==> src/gdd_pkg.sv <==
package gdd_pkg;

  localparam int YearW = 14;
  localparam int MonW  = 4;
  localparam int DayW  = 5;
  localparam int NumW  = 22;
  localparam int DiffW = 22;

  localparam int QW    = 8;   // year / 100 for years up to 16383
  localparam int RemW  = 7;
  localparam int OffW  = 9;   // day of year, 0..365
  localparam int C4W   = 13;
  localparam int C400W = 7;

  localparam int YearMax    = 9999;
  localparam int DaysInYear = 365;
  localparam int Div100Mul  = 5243;  // floor(y * 5243 / 2^19) == y / 100 for y < 43690
  localparam int Div100Sh   = 19;
  localparam int ProdW      = YearW + 13;

  localparam logic [MonW-1:0] MonJan = 4'd1;
  localparam logic [MonW-1:0] MonFeb = 4'd2;
  localparam logic [MonW-1:0] MonDec = 4'd12;

  // pipeline stages: three day-number stages and the output stage
  localparam int NumStages = 4;

  typedef logic [YearW-1:0] year_t;
  typedef logic [MonW-1:0]  month_t;
  typedef logic [DayW-1:0]  day_t;
  typedef logic [NumW-1:0]  daynum_t;
  typedef logic [DiffW-1:0] diff_t;

  typedef struct packed {
    logic [NumStages-1:0] load;
  } gdd_adv_t;

  function automatic logic [DayW-1:0] month_len(input month_t m);
    logic [DayW-1:0] len;
    unique case (m)
      4'd1, 4'd3, 4'd5, 4'd7, 4'd8, 4'd10, 4'd12: len = 5'd31;
      4'd4, 4'd6, 4'd9, 4'd11:                    len = 5'd30;
      4'd2:                                       len = 5'd28;
      default:                                    len = 5'd0;
    endcase
    return len;
  endfunction

  function automatic logic [OffW-1:0] days_before(input month_t m);
    logic [OffW-1:0] n;
    unique case (m)
      4'd2:    n = 9'd31;
      4'd3:    n = 9'd59;
      4'd4:    n = 9'd90;
      4'd5:    n = 9'd120;
      4'd6:    n = 9'd151;
      4'd7:    n = 9'd181;
      4'd8:    n = 9'd212;
      4'd9:    n = 9'd243;
      4'd10:   n = 9'd273;
      4'd11:   n = 9'd304;
      4'd12:   n = 9'd334;
      default: n = 9'd0;
    endcase
    return n;
  endfunction

endpackage

==> src/gdd_if.sv <==
interface gdd_in_if;
  logic                 valid;
  logic                 ready;
  gdd_pkg::year_t       first_year;
  gdd_pkg::month_t      first_month;
  gdd_pkg::day_t        first_day;
  gdd_pkg::year_t       second_year;
  gdd_pkg::month_t      second_month;
  gdd_pkg::day_t        second_day;

  modport source (output valid, first_year, first_month, first_day,
                  second_year, second_month, second_day, input ready);
  modport sink   (input valid, first_year, first_month, first_day,
                  second_year, second_month, second_day, output ready);
endinterface

interface gdd_out_if;
  logic                 valid;
  logic                 ready;
  gdd_pkg::diff_t       day_difference;
  logic                 date_invalid;

  modport source (output valid, day_difference, date_invalid, input ready);
  modport sink   (input valid, day_difference, date_invalid, output ready);
endinterface

==> src/gdd_pipe_ctrl.sv <==
module gdd_pipe_ctrl (
  input  logic              clk,
  input  logic              rst_n,
  input  logic              in_valid,
  output logic              in_ready,
  output logic              out_valid,
  input  logic              out_ready,
  output gdd_pkg::gdd_adv_t adv
);
  import gdd_pkg::*;

  logic [NumStages-1:0] v_r;
  logic [NumStages-1:0] v_nxt;
  logic [NumStages-1:0] rdy;

  always_comb begin
    rdy[NumStages-1] = !v_r[NumStages-1] || out_ready;
    for (int k = NumStages - 2; k >= 0; k--) begin
      rdy[k] = !v_r[k] || rdy[k+1];
    end
    v_nxt[0] = rdy[0] ? in_valid : v_r[0];
    for (int k = 1; k < NumStages; k++) begin
      v_nxt[k] = rdy[k] ? v_r[k-1] : v_r[k];
    end
  end

  always_ff @(posedge clk) begin
    if (!rst_n) begin
      v_r <= '0;
    end else begin
      v_r <= v_nxt;
    end
  end

  assign adv.load  = rdy;
  assign in_ready  = rdy[0];
  assign out_valid = v_r[NumStages-1];

  logic in_acc;
  logic out_acc;
  assign in_acc  = in_valid && in_ready;
  assign out_acc = out_valid && out_ready;

  a_count: assert property (@(posedge clk) disable iff (!rst_n)
    $past(rst_n) |-> ($countones(v_r) == $past($countones(v_r))
                      + int'($past(in_acc)) - int'($past(out_acc))))
    else $error("pipeline occupancy does not match requests in and out");

  a_full_blocks: assert property (@(posedge clk) disable iff (!rst_n)
    ((&v_r) && !out_ready) |-> !in_ready)
    else $error("request taken while pipeline full and stalled");

  a_hold_out: assert property (@(posedge clk) disable iff (!rst_n)
    (out_valid && !out_ready) |=> out_valid)
    else $error("stalled result dropped");

endmodule

==> src/gdd_day_num.sv <==
module gdd_day_num (
  input  logic              clk,
  input  gdd_pkg::gdd_adv_t adv,
  input  gdd_pkg::year_t    in_year,
  input  gdd_pkg::month_t   in_month,
  input  gdd_pkg::day_t     in_day,
  output gdd_pkg::daynum_t  num,
  output logic              ok
);
  import gdd_pkg::*;

  // stage 1: year / 100 by reciprocal, range checks
  logic [ProdW-1:0] prod;
  year_t            y1_r;
  month_t           m1_r;
  day_t             d1_r;
  logic [QW-1:0]    q1_r;
  logic             yok1_r;
  logic             mok1_r;

  assign prod = ProdW'(in_year) * ProdW'(Div100Mul);

  always_ff @(posedge clk) begin
    if (adv.load[0]) begin
      y1_r   <= in_year;
      m1_r   <= in_month;
      d1_r   <= in_day;
      q1_r   <= prod[Div100Sh +: QW];
      yok1_r <= in_year <= YearW'(YearMax);
      mok1_r <= (in_month >= MonJan) && (in_month <= MonDec);
    end
  end

  // stage 2: leap year, day check, per-year terms
  logic [RemW-1:0]  r100;
  logic             leap;
  logic [DayW-1:0]  len;
  logic [QW-1:0]    c100;
  logic [QW:0]      c400_sum;
  logic [YearW:0]   c4_sum;
  logic [YearW+8:0] y365;
  logic [OffW-1:0]  off;

  assign r100     = RemW'(y1_r - YearW'(q1_r) * YearW'(100));
  assign leap     = (r100 != '0) ? (y1_r[1:0] == 2'b00) : (q1_r[1:0] == 2'b00);
  assign len      = month_len(m1_r) + DayW'((m1_r == MonFeb) && leap);
  assign c100     = q1_r + QW'(r100 != '0);
  assign c400_sum = {1'b0, c100} + (QW+1)'(3);
  assign c4_sum   = {1'b0, y1_r} + (YearW+1)'(3);
  assign y365     = (YearW+9)'(y1_r) * (YearW+9)'(DaysInYear);
  assign off      = days_before(m1_r) + OffW'((m1_r > MonFeb) && leap)
                    + OffW'(d1_r) - OffW'(1);

  daynum_t          y365_r;
  logic [C4W-1:0]   c4_r;
  logic [QW-1:0]    c100_r;
  logic [C400W-1:0] c400_r;
  logic [OffW-1:0]  off_r;
  logic             ok2_r;

  always_ff @(posedge clk) begin
    if (adv.load[1]) begin
      y365_r <= y365[NumW-1:0];
      c4_r   <= c4_sum[2 +: C4W];
      c100_r <= c100;
      c400_r <= c400_sum[2 +: C400W];
      off_r  <= off;
      ok2_r  <= yok1_r && mok1_r && (d1_r != '0) && (d1_r <= len);
    end
  end

  // stage 3: day number
  daynum_t num_r;
  logic    ok3_r;

  always_ff @(posedge clk) begin
    if (adv.load[2]) begin
      num_r <= y365_r + NumW'(c4_r) - NumW'(c100_r) + NumW'(c400_r) + NumW'(off_r);
      ok3_r <= ok2_r;
    end
  end

  assign num = num_r;
  assign ok  = ok3_r;

endmodule

==> src/gregorian_date_difference.sv <==
// Gregorian date difference.
// Input channel in_chan carries a request of two dates (year, month, day);
// output channel out_chan returns |daynum(first) - daynum(second)| in
// day_difference, with day 0 = 0000-01-01. A month outside 1..12, a day of
// 0 or past the month's length, or a year above 9999 in either date sets
// date_invalid and forces day_difference to 0.
// Both channels use valid/ready; a transfer happens when both are high.
// A request taken by in_chan passes through the three day-number stages and
// the output register, the first loaded by the edge that takes it. The
// pipeline takes one request per cycle while out_chan does not stall; the
// year/100 reciprocal multiply, the 365*year multiply and the day-number sum
// each take one stage.
// When out_chan stalls, results are held and in_ready stays high until
// every stage holds an item, so empty stages still fill.
// Reset (rst_n low, synchronous) empties the pipeline; no result is
// presented until new requests arrive.
module gregorian_date_difference (
  input  logic clk,
  input  logic rst_n,
  gdd_in_if.sink    in_chan,
  gdd_out_if.source out_chan
);
  import gdd_pkg::*;

  gdd_adv_t adv;
  daynum_t  num_a;
  daynum_t  num_b;
  logic     ok_a;
  logic     ok_b;

  gdd_pipe_ctrl u_ctrl (
    .clk       (clk),
    .rst_n     (rst_n),
    .in_valid  (in_chan.valid),
    .in_ready  (in_chan.ready),
    .out_valid (out_chan.valid),
    .out_ready (out_chan.ready),
    .adv       (adv)
  );

  gdd_day_num u_num_a (
    .clk      (clk),
    .adv      (adv),
    .in_year  (in_chan.first_year),
    .in_month (in_chan.first_month),
    .in_day   (in_chan.first_day),
    .num      (num_a),
    .ok       (ok_a)
  );

  gdd_day_num u_num_b (
    .clk      (clk),
    .adv      (adv),
    .in_year  (in_chan.second_year),
    .in_month (in_chan.second_month),
    .in_day   (in_chan.second_day),
    .num      (num_b),
    .ok       (ok_b)
  );

  diff_t diff;
  logic  both_ok;
  diff_t diff_r;
  logic  inv_r;

  assign both_ok = ok_a && ok_b;
  assign diff    = !both_ok ? '0 :
                   (num_a >= num_b) ? DiffW'(num_a - num_b) : DiffW'(num_b - num_a);

  always_ff @(posedge clk) begin
    if (adv.load[NumStages-1]) begin
      diff_r <= diff;
      inv_r  <= !both_ok;
    end
  end

  assign out_chan.day_difference = diff_r;
  assign out_chan.date_invalid   = inv_r;

  a_inv_zero: assert property (@(posedge clk) disable iff (!rst_n)
    (out_chan.valid && out_chan.date_invalid) |-> (out_chan.day_difference == '0))
    else $error("invalid date with nonzero difference");

  a_out_stable: assert property (@(posedge clk) disable iff (!rst_n)
    (out_chan.valid && !out_chan.ready) |=> ($stable(diff_r) && $stable(inv_r)))
    else $error("stalled result changed");

  a_range: assert property (@(posedge clk) disable iff (!rst_n)
    out_chan.valid |-> (out_chan.day_difference <= DiffW'(3652424)))
    else $error("difference out of range");

endmodule
==> src/flat_wrapper.sv <==
// flat-port wrapper written by rule: the top's interface ports become plain ports
module gregorian_date_difference_flat import gdd_pkg::*;
  (clk, rst_n, in_chan_valid, in_chan_first_year, in_chan_first_month, in_chan_first_day, in_chan_second_year, in_chan_second_month, in_chan_second_day, in_chan_ready, out_chan_valid, out_chan_day_difference, out_chan_date_invalid, out_chan_ready);
  gdd_in_if in_chan_i ();
  gdd_out_if out_chan_i ();
  input  logic clk;
  input  logic rst_n;
  input wire logic [$bits(in_chan_i.valid)-1:0] in_chan_valid;
  input wire logic [$bits(in_chan_i.first_year)-1:0] in_chan_first_year;
  input wire logic [$bits(in_chan_i.first_month)-1:0] in_chan_first_month;
  input wire logic [$bits(in_chan_i.first_day)-1:0] in_chan_first_day;
  input wire logic [$bits(in_chan_i.second_year)-1:0] in_chan_second_year;
  input wire logic [$bits(in_chan_i.second_month)-1:0] in_chan_second_month;
  input wire logic [$bits(in_chan_i.second_day)-1:0] in_chan_second_day;
  output wire logic [$bits(in_chan_i.ready)-1:0] in_chan_ready;
  output wire logic [$bits(out_chan_i.valid)-1:0] out_chan_valid;
  output wire logic [$bits(out_chan_i.day_difference)-1:0] out_chan_day_difference;
  output wire logic [$bits(out_chan_i.date_invalid)-1:0] out_chan_date_invalid;
  input wire logic [$bits(out_chan_i.ready)-1:0] out_chan_ready;
  assign in_chan_i.valid = in_chan_valid;
  assign in_chan_i.first_year = in_chan_first_year;
  assign in_chan_i.first_month = in_chan_first_month;
  assign in_chan_i.first_day = in_chan_first_day;
  assign in_chan_i.second_year = in_chan_second_year;
  assign in_chan_i.second_month = in_chan_second_month;
  assign in_chan_i.second_day = in_chan_second_day;
  assign in_chan_ready = in_chan_i.ready;
  assign out_chan_valid = out_chan_i.valid;
  assign out_chan_day_difference = out_chan_i.day_difference;
  assign out_chan_date_invalid = out_chan_i.date_invalid;
  assign out_chan_i.ready = out_chan_ready;
  gregorian_date_difference u_core (.clk(clk), .rst_n(rst_n), .in_chan(in_chan_i), .out_chan(out_chan_i));
endmodule
==> config.mk <==
export PLATFORM = sky130hd
export DESIGN_NAME = gregorian_date_difference_flat
export DESIGN_NICKNAME = d
export VERILOG_FILES = /design/src/gdd_pkg.sv /design/src/gdd_if.sv /design/src/gdd_pipe_ctrl.sv /design/src/gdd_day_num.sv /design/src/gregorian_date_difference.sv /design/src/flat_wrapper.sv
export SDC_FILE = /design/constraint.sdc
export NUM_CORES = 1
export LEC_CHECK = 0
export ABC_AREA = 0
export BUFFER_PORTS_ARGS = -buffer_cell sky130_fd_sc_hd__buf_2
export CORE_ASPECT_RATIO = 0.75
export CORE_MARGIN = 4
export CORE_UTILIZATION = 59
export CTS_CLUSTER_DIAMETER = 60
export DETAILED_ROUTE_END_ITERATION = 10
export GPL_ROUTABILITY_DRIVEN = 1
export PLACE_DENSITY_LB_ADDON = 0.08
export SLEW_MARGIN = 20
export SYNTH_ARGS = -nofsm -noshare
export SYNTH_HDL_FRONTEND = slang
export SYNTH_SLANG_ARGS = --single-unit
==> constraint.sdc <==
create_clock -name clk -period 5.2 [get_ports clk]
set_input_delay 0.52 -clock clk [delete_from_list [all_inputs] [get_ports clk]]
set_output_delay 0.52 -clock clk [all_outputs]
set_load 0.02 [all_outputs]
==> results of run 1 <==
-- area by class of cell --
cell class	instances	area [sq um]	share of cell area [%]
Clock inverter	21	278	0.884
Timing Repair Buffer	144	908	2.89
Inverter	661	2480	7.90
Multi-Input combinational cell	1748	17900	56.9
Tap cell	639	800	2.54
Clock buffer	37	861	2.74
Sequential cell	283	8220	26.1
-- repair_timing --
action                                  in CTS  in global routing
hold buffers                                 0                  0
resized for setup                            0                  1
endpoints found under the setup margin       0                  2
-- worst max path at each step --
stage | start | to | cells past startpoint
after global placement | in_chan_second_year[10] | u_core.u_num_b.q1_r[7] | 20
after CTS | u_core.u_num_a.y1_r[7] | u_core.u_num_a.y365_r[21] | 16
after detailed placement | in_chan_second_year[10] | u_core.u_num_b.q1_r[7] | 20
after global routing | u_core.u_num_b.y1_r[7] | u_core.u_num_b.y365_r[19] | 16
final | u_core.u_num_b.y1_r[6] | u_core.u_num_b.y365_r[19] | 16
after floorplan | in_chan_second_year[10] | u_core.u_num_b.q1_r[7] | 19
-- stage by stage --
stage / util, % / hold WS (ns) / instance area [sq um] / std cells / setup slack [ns]
final: 66.0 / 0.102 / 31400 / 3533 / 0.293
after global routing: 66.0 / 0.0660 / 31400 / 3533 / 0.0253
after CTS: 66.0 / 0.0583 / 31400 / 3533 / 0.226
after detailed placement: 63.6 / 0.415 / 30300 / 3475 / -0.240
after global placement: 63.6 / 0.414 / 30300 / 3475 / -0.206
after floorplan: - / 0.400 / 28600 / 2708 / 0.141
-- synth_stat cells, drive strengths merged, types with 10 or more instances --
cell type	instances	area (sq um)
inv	660	2480
ha	527	6590
fa	264	5290
edfxtp	255	7660
xnor2	129	1130
a21oi	122	614
nor2	111	417
nand2	103	387
o21ai	63	315
xor2	51	447
a21o	49	368
nand3	33	165
nor3	31	155
dfxtp	28	561
and3	26	164
o21a	23	173
nor2b	22	138
mux2i	18	180
nand2b	17	106
o21bai	16	120
a31oi	15	93.8
a211oi	12	90.1
clkbuf	11	41.3
or2	10	62.6
-- routing by layer --
metal | track usage (%) | vias to the layer above
met1 | 35.3 | 8966
li1 | - | 9227
met2 | 34.9 | 307
met4 | 3.28 | 0
met3 | 3.52 | 52
met5 | 0 | -
-- sequential cells by signal, summed over array words and instances, names as in the netlist, 8 cells and up, named ones only --
register,cells
u_core.out_chan.day_difference,22
u_core.u_num_a.c100_r,8
u_core.u_num_a.c4_r,13
u_core.u_num_a.num,22
u_core.u_num_a.off_r,9
u_core.u_num_a.q1_r,8
u_core.u_num_a.y1_r,14
u_core.u_num_a.y365_r,22
u_core.u_num_b.c100_r,8
u_core.u_num_b.c4_r,13
u_core.u_num_b.num,22
u_core.u_num_b.off_r,9
u_core.u_num_b.q1_r,8
u_core.u_num_b.y1_r,14
u_core.u_num_b.y365_r,22
-- cell families after synthesis --
group           count (synthesis)
buf+inv                       677
mux                            23
flops                         283
fa+ha+maj                     791
xor+xnor                      180
simple gates                  391
compound gates                363
==> key figures, run 1 <==
Status
  • Result of the run: completed

Yosys
  • Yosys synthesis warning count: 0
  • Gate count after technology mapping: 2,708
  • Avg Synthesized Cell Area: 10.6 sq um
  • Fraction of synthesized area in multiplexers: 0.826%
  • Distinct cell type count after synthesis: 68
  • Synthesized Nets: 3,549
  • Predominant post-synthesis flop cell: sky130_fd_sc_hd__edfxtp_1
  • Synthesized cell area: 28,600 sq um
  • Asr flop ratio synth: 0%
  • XOR/XNOR Fraction of Synth Area: 5.50%
  • Adder and majority gate portion of the synthesized area: 41.5%
  • Register bit total from synthesis: 283
  • Complex-gate fraction of the synthesized area: 8.13%
  • Share of synthesized cell area in and, or, nand and nor gates: 6.48%
  • Sequential cell area fraction in the yosys report: 28.7%
  • Count of flip-flops with a built-in enable after synthesis: 255
  • Dominant combinational cell family by area after synthesis: adder cells

Critical path
  • Worst-path fanout max: 6
  • CP startpoint kind: flop
  • Worst path max stage delay: 0.58 ns
  • CP Data Arrival Time: 5.31 ns
  • Worst reg-to-reg path cell count: 16
  • Reg-to-reg endpoint: u_core.u_num_b.y365_r[19]
  • Most common cell on crit path: sky130_fd_sc_hd__fa_1
  • Critical Path, Cell by Cell: ha_1 -> inv_1 -> fa_1 -> inv_1 -> fa_1 -> fa_1 -> ha_1 -> nor2b_1 -> o21a_1 -> o21ai_0 -> a21oi_1 -> a211oi_1 -> nor3_1 -> and2_1 -> o21ai_0 -> a221oi_1
  • Largest delay contributor family on the critical path: adder cells
  • Slack of the worst reg-to-reg path: 0.29 ns
  • Crit Path Category: flop to flop
  • Sum of buffers and inverters on the critical path: 2
  • Launching point of the worst reg2reg path: u_core.u_num_b.y1_r[6]
  • Critical path's slowest cell: sky130_fd_sc_hd__edfxtp_1
  • Worst EP required: 5.60 ns
  • Worst Setup End Kind: flop

Finish
  • Number of fill cells in the layout: 3,809
  • Number of nets in the finished design: 3,710
  • Most common cell after layout, fill and taps aside: sky130_fd_sc_hd__inv_1
  • Fraction of final layout cells with drive strength greater than 1: 7.84%
  • Area growth from synthesis to layout: 9.77%
  • Most frequent cells in the layout: 659 x sky130_fd_sc_hd__inv_1, 527 x sky130_fd_sc_hd__ha_1, 264 x sky130_fd_sc_hd__fa_1
  • Antenna cells: 0

Placed design
  • GP Congestion: 0.894
  • Half-perimeter wire length after detailed placement: 48.6 mm
  • # port buffers: 74

Timing
  • Portion of the clock cycle consumed by the worst path in the final layout: 94.4%
  • Final Critical Period: 4.91 ns
  • Max-slew violation total from the final report: 0
  • Final setup violation count: 0
  • Total negative setup slack: 0 ns
  • Actual transition at the worst max-transition pin: 0.818 ns
  • Worst slew margin relative to its limit: 43.9%
  • Worst setup skew after layout: 0.0141 ns
  • Number of hold violations in the final report: 0
  • Maximum clock frequency: 204 MHz
  • Unrepaired setup endpoints after global routing: false

Route
  • Routed wl met3: 2.65 mm
  • First-iteration detailed-routing DRC count: 982
  • Final routed wire length divided by cell count: 16.3 um
  • Highest signal layer in the routed design: met4
  • Length of the first detailed-routing pass in iterations: 7
  • Post-route antenna net violation count: 0
  • Detailed-route wire length: 57.5 mm
  • Post-detailed-route via-to-cell ratio: 5.25
  • Number of remaining DRC errors: 0
  • Met2 wire len: 24.3 mm
  • Total number of vias: 18,600
  • Met1 WL: 29.8 mm

Clocking
  • Clock latency on the worst-skew pair: 0.59 ns
  • Number of buffers inserted to repair setup after CTS: 0
  • Depth of the CTS H-tree: 1
  • Library cell used as clock root buffer: sky130_fd_sc_hd__clkbuf_16
  • Clock Sinks: 283
  • Bufs on Longest Clock Path: 3
  • TritonCTS clock tree: built
  • Number of clock buffers inserted by TritonCTS: 31
  • Post-CTS clock slew at the launch and capture registers of the worst setup and hold paths: 0.07 ns

Min path
  • Type of the tightest min-delay check: input port to flop
  • Number of cells traversed by the worst hold path: 1
  • Hold Path Sink: u_core.u_num_b.d1_r[4]
  • Min-delay src: in_chan_second_day[4]

Global route
  • Pin count of the biggest net entering global routing: 100
  • Total routing resource utilization after global routing: 22.8%
  • Congestion Overflow GR: 0
  • Initial antenna violation count: 0
  • Vias in the first global route: 19,100
  • First-pass GRT wire length: 97.6 mm

Floorplanning
  • Top-level I/O count: 75
  • Site row count: 69
  • Core Region: 47,700 sq um
  • Die Span X: 262 um
  • Initial core utilization: 60.1%
  • Die H: 199 um
  • Total Die Area: 52,200 sq um

Job
  • Count of max-cap constraint violations: 0
Power of run 1 is left out: the tool's default activity adds up to more than one toggle a clock period on the data nets, which glitch-free logic cannot reach.
==> inputs of run 2 (changes only) <==
Settings changed: CORE_ASPECT_RATIO 0.75 to 2, CORE_MARGIN 4 to 2, RECOVER_POWER set to 100.
==> run 2 against run 1 <==
The run now ends with max-capacitance violations, max-slew violations left. Sequential share of layout area rose by 0.24 points. First-iteration DRC count shrank 19%. Critical path depth is the same. Worst hold slack better by 0.014 ns. Routed wire length up 4.8%. Setup slack lost 0.026 ns.
==> key figures, run 2 (synthesized netlist as in run 1, its figures left out) <==
Route
  • Post-route antenna net violation count: 0 (unchanged)
  • First-iteration detailed-routing DRC count: 793 (was 982)
  • Length of the first detailed-routing pass in iterations: 5 (was 7)
  • Number of remaining DRC errors: 0 (unchanged)
  • Final routed wire length divided by cell count: 17.0 um (was 16.3 um)
  • Post-detailed-route via-to-cell ratio: 5.32 (was 5.25)
  • Total number of vias: 18,900 (was 18,600)
  • Detailed-route wire length: 60.3 mm (was 57.5 mm)

Critical path
  • Critical Path, Cell by Cell: ha_1 -> inv_1 -> fa_1 -> fa_1 -> inv_1 -> fa_1 -> ha_1 -> nor2b_1 -> o21ai_0 -> a21boi_0 -> o21a_1 -> o21ai_0 -> nand3_1 -> a311o_1 -> a21oi_1 -> xnor2_1 (was ha_1 -> inv_1 -> fa_1 -> inv_1 -> fa_1 -> fa_1 -> ha_1 -> nor2b_1 -> o21a_1 -> o21ai_0 -> a21oi_1 -> a211oi_1 -> nor3_1 -> and2_1 -> o21ai_0 -> a221oi_1)
  • CP startpoint kind: flop (unchanged)
  • Worst path max stage delay: 0.57 ns (was 0.58 ns)
  • Slack of the worst reg-to-reg path: 0.27 ns (was 0.29 ns)
  • CP Data Arrival Time: 5.26 ns (was 5.31 ns)
  • Worst EP required: 5.53 ns (was 5.60 ns)
  • Critical path's slowest cell: sky130_fd_sc_hd__edfxtp_1 (unchanged)
  • CP Depth: 16 (unchanged)
  • Most common cell on crit path: sky130_fd_sc_hd__fa_1 (unchanged)
  • Worst reg-to-reg path cell count: 16 (unchanged)
  • Largest delay contributor family on the critical path: adder cells (unchanged)
  • Crit Path Category: flop to flop (unchanged)
  • Worst-path fanout max: 6 (unchanged)
  • Worst Setup End Kind: flop (unchanged)
  • Sum of buffers and inverters on the critical path: 2 (unchanged)

Timing
  • Worst slew margin relative to its limit: -29.5% (was 43.9%)
  • Worst setup skew after layout: 0.0310 ns (was 0.0141 ns)
  • Number of hold violations in the final report: 0 (unchanged)
  • Max-slew violation total from the final report: 47 (was 0)
  • Final Critical Period: 4.93 ns (was 4.91 ns)
  • Actual transition at the worst max-transition pin: 1.94 ns (was 0.818 ns)
  • Final setup violation count: 0 (unchanged)
  • Portion of the clock cycle consumed by the worst path in the final layout: 94.9% (was 94.4%)
  • Maximum clock frequency: 203 MHz (was 204 MHz)
  • Unrepaired setup endpoints after global routing: false (unchanged)

Status
  • Result of the run: finished with violations (was completed)
  • Violations in the final reports: max-capacitance violations, max-slew violations

Clocking
  • Number of buffers inserted to repair setup after CTS: 0 (unchanged)
  • Clock latency on the worst-skew pair: 0.58 ns (was 0.59 ns)
  • Post-CTS clock slew at the launch and capture registers of the worst setup and hold paths: 0.06 ns (was 0.07 ns)
  • Library cell used as clock root buffer: sky130_fd_sc_hd__clkbuf_16 (unchanged)
  • Bufs on Longest Clock Path: 3 (unchanged)
  • TritonCTS clock tree: built (unchanged)
  • Clock Sinks: 283 (unchanged)
  • Depth of the CTS H-tree: 1 (unchanged)
  • Count of hold buffers inserted by post-cts repair: 0 (unchanged)
  • Number of clock buffers inserted by TritonCTS: 27 (was 31)
  • Total of cells resized after clock tree synthesis: 0 (unchanged)

Floorplanning
  • Initial core utilization: 59.4% (was 60.1%)
  • Total Die Area: 50,400 sq um (was 52,200 sq um)
  • Site row count: 114 (was 69)
  • Die Span X: 160 um (was 262 um)
  • Core Region: 48,200 sq um (was 47,700 sq um)
  • Top-level I/O count: 75 (unchanged)
  • Die H: 316 um (was 199 um)

Placed design
  • # port buffers: 74 (unchanged)
  • Half-perimeter wire length after detailed placement: 51.8 mm (was 48.6 mm)
  • GP Congestion: 0.915 (was 0.894)
  • Cell area after placement: 30,400 sq um (was 30,300 sq um)

Finish
  • Most frequent cells in the layout: 659 x sky130_fd_sc_hd__inv_1, 527 x sky130_fd_sc_hd__ha_1, 264 x sky130_fd_sc_hd__fa_1 (unchanged)
  • Number of nets in the finished design: 3,727 (was 3,710)
  • Area growth from synthesis to layout: 8.77% (was 9.77%)
  • Most common cell after layout, fill and taps aside: sky130_fd_sc_hd__inv_1 (unchanged)
  • Antenna cells: 0 (unchanged)
  • Cell area after layout: 31,200 sq um (was 31,400 sq um)
  • Fraction of final layout cells with drive strength greater than 1: 5.88% (was 7.84%)

Global route
  • First-pass GRT wire length: 99.0 mm (was 97.6 mm)
  • Congestion Overflow GR: 0 (unchanged)
  • Pin count of the biggest net entering global routing: 65 (was 100)
  • Vias in the first global route: 20,500 (was 19,100)
  • Initial antenna violation count: 0 (unchanged)
  • Total routing resource utilization after global routing: 24.7% (was 22.8%)

Job
  • Count of max-cap constraint violations: 1 (was 0)

Min path
  • Type of the tightest min-delay check: input port to flop (unchanged)
  • Number of cells traversed by the worst hold path: 1 (unchanged)
[run 2: layout make-up]
type	count	area (sq um)
timing repair buffer	165	908
tap	638	798
clock buffer	30	687
multi-input combinational	1748	17900
sequential	283	8220
inverter	661	2480
fill	3988	17100
clock inverter	19	180
[run 2: final timing paths]
kind,startpoint,end
worst max register to register,u_core.u_num_a.y1_r[4],u_core.u_num_a.y365_r[21]
worst min-delay path,in_chan_second_day[1],u_core.u_num_b.d1_r[1]
worst min register to register,u_core.u_num_a.ok2_r,u_core.u_num_a.ok
worst max-delay path,u_core.u_num_a.y1_r[4],u_core.u_num_a.y365_r[21]
[run 2: routing by layer]
layer	GRT usage (%)	part of all wire [%]
met5	0	0
met3	1.47	1.9
met1	24.9	36
met4	13.2	6.2
met2	49.8	56
[run 2: stage by stage]
step	TNS [ns]	utilization, %	setup slack [ns]	std cells	hold slack [ns]
final	0	64.6	0.266	3544	0.116
after global routing	0	64.6	0.0247	3544	0.0939
after CTS	0	64.9	0.248	3544	0.0879
after detailed placement	-1.43	63.1	-0.379	3495	0.408
after global placement	-0.552	63.1	-0.225	3495	0.406
after floorplan	0	-	0.141	2708	0.400
Power of run 2 is left out for the same reason.
==> inputs of run 3 (changes only) <==
Settings changed: PLACE_DENSITY_LB_ADDON 0.08 to 0.05.
==> run 3 against run 2 <==
The run still ends with max-capacitance violations, max-slew violations left. Count of clock-buffer cells in the layout up 10. Maximum frequency rose by 0.91%. Worst hold slack got worse by 0.00090 ns. Critical endpoint is now u_core.u_num_a.q1_r[7]. Highest routed layer unchanged.
==> key figures, run 3 (synthesized netlist as in run 1, its figures left out) <==
Critical path
  • Critical path's slowest cell: sky130_fd_sc_hd__fa_1 (was sky130_fd_sc_hd__edfxtp_1)
  • CP startpoint kind: input port (was flop)
  • Critical Path, Cell by Cell: buf_2 -> inv_1 -> fa_1 -> inv_1 -> ha_1 -> fa_1 -> inv_1 -> fa_1 -> fa_1 -> inv_1 -> ha_1 -> nand4_1 -> nor2_1 -> a21oi_1 -> a21oi_1 -> a41oi_1 -> a221o_1 -> o21ai_0 -> a21oi_1 -> xnor2_1 (was ha_1 -> inv_1 -> fa_1 -> fa_1 -> inv_1 -> fa_1 -> ha_1 -> nor2b_1 -> o21ai_0 -> a21boi_0 -> o21a_1 -> o21ai_0 -> nand3_1 -> a311o_1 -> a21oi_1 -> xnor2_1)
  • Worst-path fanout max: 3 (was 6)
  • Worst Setup End Kind: flop (unchanged)
  • Worst EP required: 5.52 ns (was 5.53 ns)
  • Worst path max stage delay: 0.55 ns (was 0.57 ns)
  • Crit Path Category: input port to flop (was flop to flop)
  • CP Data Arrival Time: 5.21 ns (was 5.26 ns)

Finish
  • Most frequent cells in the layout: 659 x sky130_fd_sc_hd__inv_1, 527 x sky130_fd_sc_hd__ha_1, 264 x sky130_fd_sc_hd__fa_1 (unchanged)
  • Number of nets in the finished design: 3,721 (was 3,727)
  • Most common cell after layout, fill and taps aside: sky130_fd_sc_hd__inv_1 (unchanged)
  • Antenna cells: 0 (unchanged)
  • Number of cells in the finished layout apart from fillers: 3,540 (was 3,544)
  • Fraction of final layout cells with drive strength greater than 1: 5.41% (was 5.88%)
  • Area growth from synthesis to layout: 8.61% (was 8.77%)
  • Share of the core filled with cells in the final layout: 64.5% (was 64.6%)

Placed design
  • Half-perimeter wire length after detailed placement: 52.6 mm (was 51.8 mm)
  • Cells after DPL: 3,488 (was 3,495)
  • Worst Setup Slack post-DPL: -0.302 ns (was -0.379 ns)
  • # port buffers: 74 (unchanged)
  • GP Congestion: 0.903 (was 0.915)

Route
  • Post-detailed-route via-to-cell ratio: 5.32 (about the same)
  • Detailed-route wire length: 61.1 mm (was 60.3 mm)
  • Length of the first detailed-routing pass in iterations: 5 (unchanged)
  • First-iteration detailed-routing DRC count: 618 (was 793)
  • Final routed wire length divided by cell count: 17.3 um (was 17.0 um)
  • Number of remaining DRC errors: 0 (unchanged)
  • Post-route antenna net violation count: 0 (unchanged)
  • Total number of vias: 18,800 (was 18,900)

Clocking
  • TritonCTS clock tree: built (unchanged)
  • Clock Sinks: 283 (unchanged)
  • Clock latency on the worst-skew pair: 0.57 ns (was 0.58 ns)
  • Number of clock buffers inserted by TritonCTS: 28 (was 27)
  • Post-CTS clock slew at the launch and capture registers of the worst setup and hold paths: 0.07 ns (was 0.06 ns)
  • Number of buffers inserted to repair setup after CTS: 0 (unchanged)
  • Count of hold buffers inserted by post-cts repair: 0 (unchanged)
  • Library cell used as clock root buffer: sky130_fd_sc_hd__clkbuf_16 (unchanged)
  • Depth of the CTS H-tree: 1 (unchanged)
  • Bufs on Longest Clock Path: 3 (unchanged)

Floorplanning
  • Site row count: 114 (unchanged)
  • Die H: 316 um (unchanged)
  • Top-level I/O count: 75 (unchanged)
  • Die Span X: 160 um (unchanged)
  • Total Die Area: 50,400 sq um (unchanged)
  • Initial core utilization: 59.4% (unchanged)
  • Core Region: 48,200 sq um (unchanged)

Status
  • Violations in the final reports: max-capacitance violations, max-slew violations (unchanged)
  • Result of the run: finished with violations (unchanged)

Timing
  • Portion of the clock cycle consumed by the worst path in the final layout: 94.0% (was 94.9%)
  • Final Critical Period: 4.89 ns (was 4.93 ns)
  • Unrepaired setup endpoints after global routing: false (unchanged)
  • Maximum clock frequency: 205 MHz (was 203 MHz)
  • Total negative setup slack: 0 ns (unchanged)
  • Max-slew violation total from the final report: 83 (was 47)
  • Worst setup skew after layout: 0.0202 ns (was 0.0310 ns)
  • Worst slew margin relative to its limit: -28.6% (was -29.5%)
  • Number of hold violations in the final report: 0 (unchanged)
  • Actual transition at the worst max-transition pin: 1.92 ns (was 1.94 ns)
  • Minimum setup slack in the final design: 0.311 ns (was 0.266 ns)
  • Final setup violation count: 0 (unchanged)

Min path
  • Type of the tightest min-delay check: input port to flop (unchanged)

Global route
  • Total routing resource utilization after global routing: 25.0% (was 24.7%)
  • Congestion Overflow GR: 0 (unchanged)
  • First-pass GRT wire length: 100 mm (was 99.0 mm)
  • Pin count of the biggest net entering global routing: 66 (was 65)
  • Vias in the first global route: 20,600 (was 20,500)
  • Initial antenna violation count: 0 (unchanged)

Job
  • Count of max-cap constraint violations: 2 (was 1)
## run 3: changes by cell type in the layout (fill, tap and decap cells not counted), sizes merged
cell    delta
inv        +2
clkinv     -8
bufinv     -1
clkbuf    +13
buf       -10
## run 3: final cells by class
class / count / area, sq um
Multi-Input combinational cell: 1748 / 17900
Fill cell: 4078 / 17100
Sequential cell: 283 / 8220
Inverter: 661 / 2480
Timing Repair Buffer: 158 / 855
Tap cell: 638 / 798
Clock buffer: 40 / 766
Clock inverter: 12 / 123
## run 3: per-layer routing
layer / track usage (%) / share of wire, % / vias up
li1: - / - / 9251
met1: 25.5 / 36 / 9151
met2: 50.7 / 56 / 292
met3: 1.74 / 2.2 / 124
met4: 12.1 / 5.2 / 0
met5: 0 / 0 / -
## run 3: worst paths after layout
path	from	endpoint	slack (ns)	cells past startpoint
min reg2reg	u_core.u_num_b.ok2_r	u_core.u_num_b.ok	0.42	0
max reg2reg	u_core.u_num_a.y1_r[4]	u_core.u_num_a.y365_r[21]	0.35	16
min	in_chan_second_day[0]	u_core.u_num_b.d1_r[0]	0.12	1
max	in_chan_first_year[5]	u_core.u_num_a.q1_r[7]	0.31	20
## run 3: critical path, delay by kind of cell
family	cells	cell delay (ns)
AO/OA/AOI/OAI	6	1.37
XOR/XNOR	1	0.13
buffers and inverters	5	0.32
AND/OR/NAND/NOR	2	0.23
adder cells (fa/ha/maj)	6	2.62
## run 3: what timing repair did
item                                    CTS  global route
endpoints found under the hold margin     0             0
endpoints found under the setup margin    0             2
gates resized for setup                   0             2
## run 3: per-stage QoR
| step | instance area [sq um] | hold WS (ns) |
|---|---|---|
| floorplan | 28600 | 0.400 |
| global route | 31100 | 0.0890 |
| CTS | 31300 | 0.0808 |
| global placement | 30400 | 0.404 |
| detailed placement | 30400 | 0.409 |
| finish | 31100 | 0.115 |
Power of run 3 is left out for the same reason.
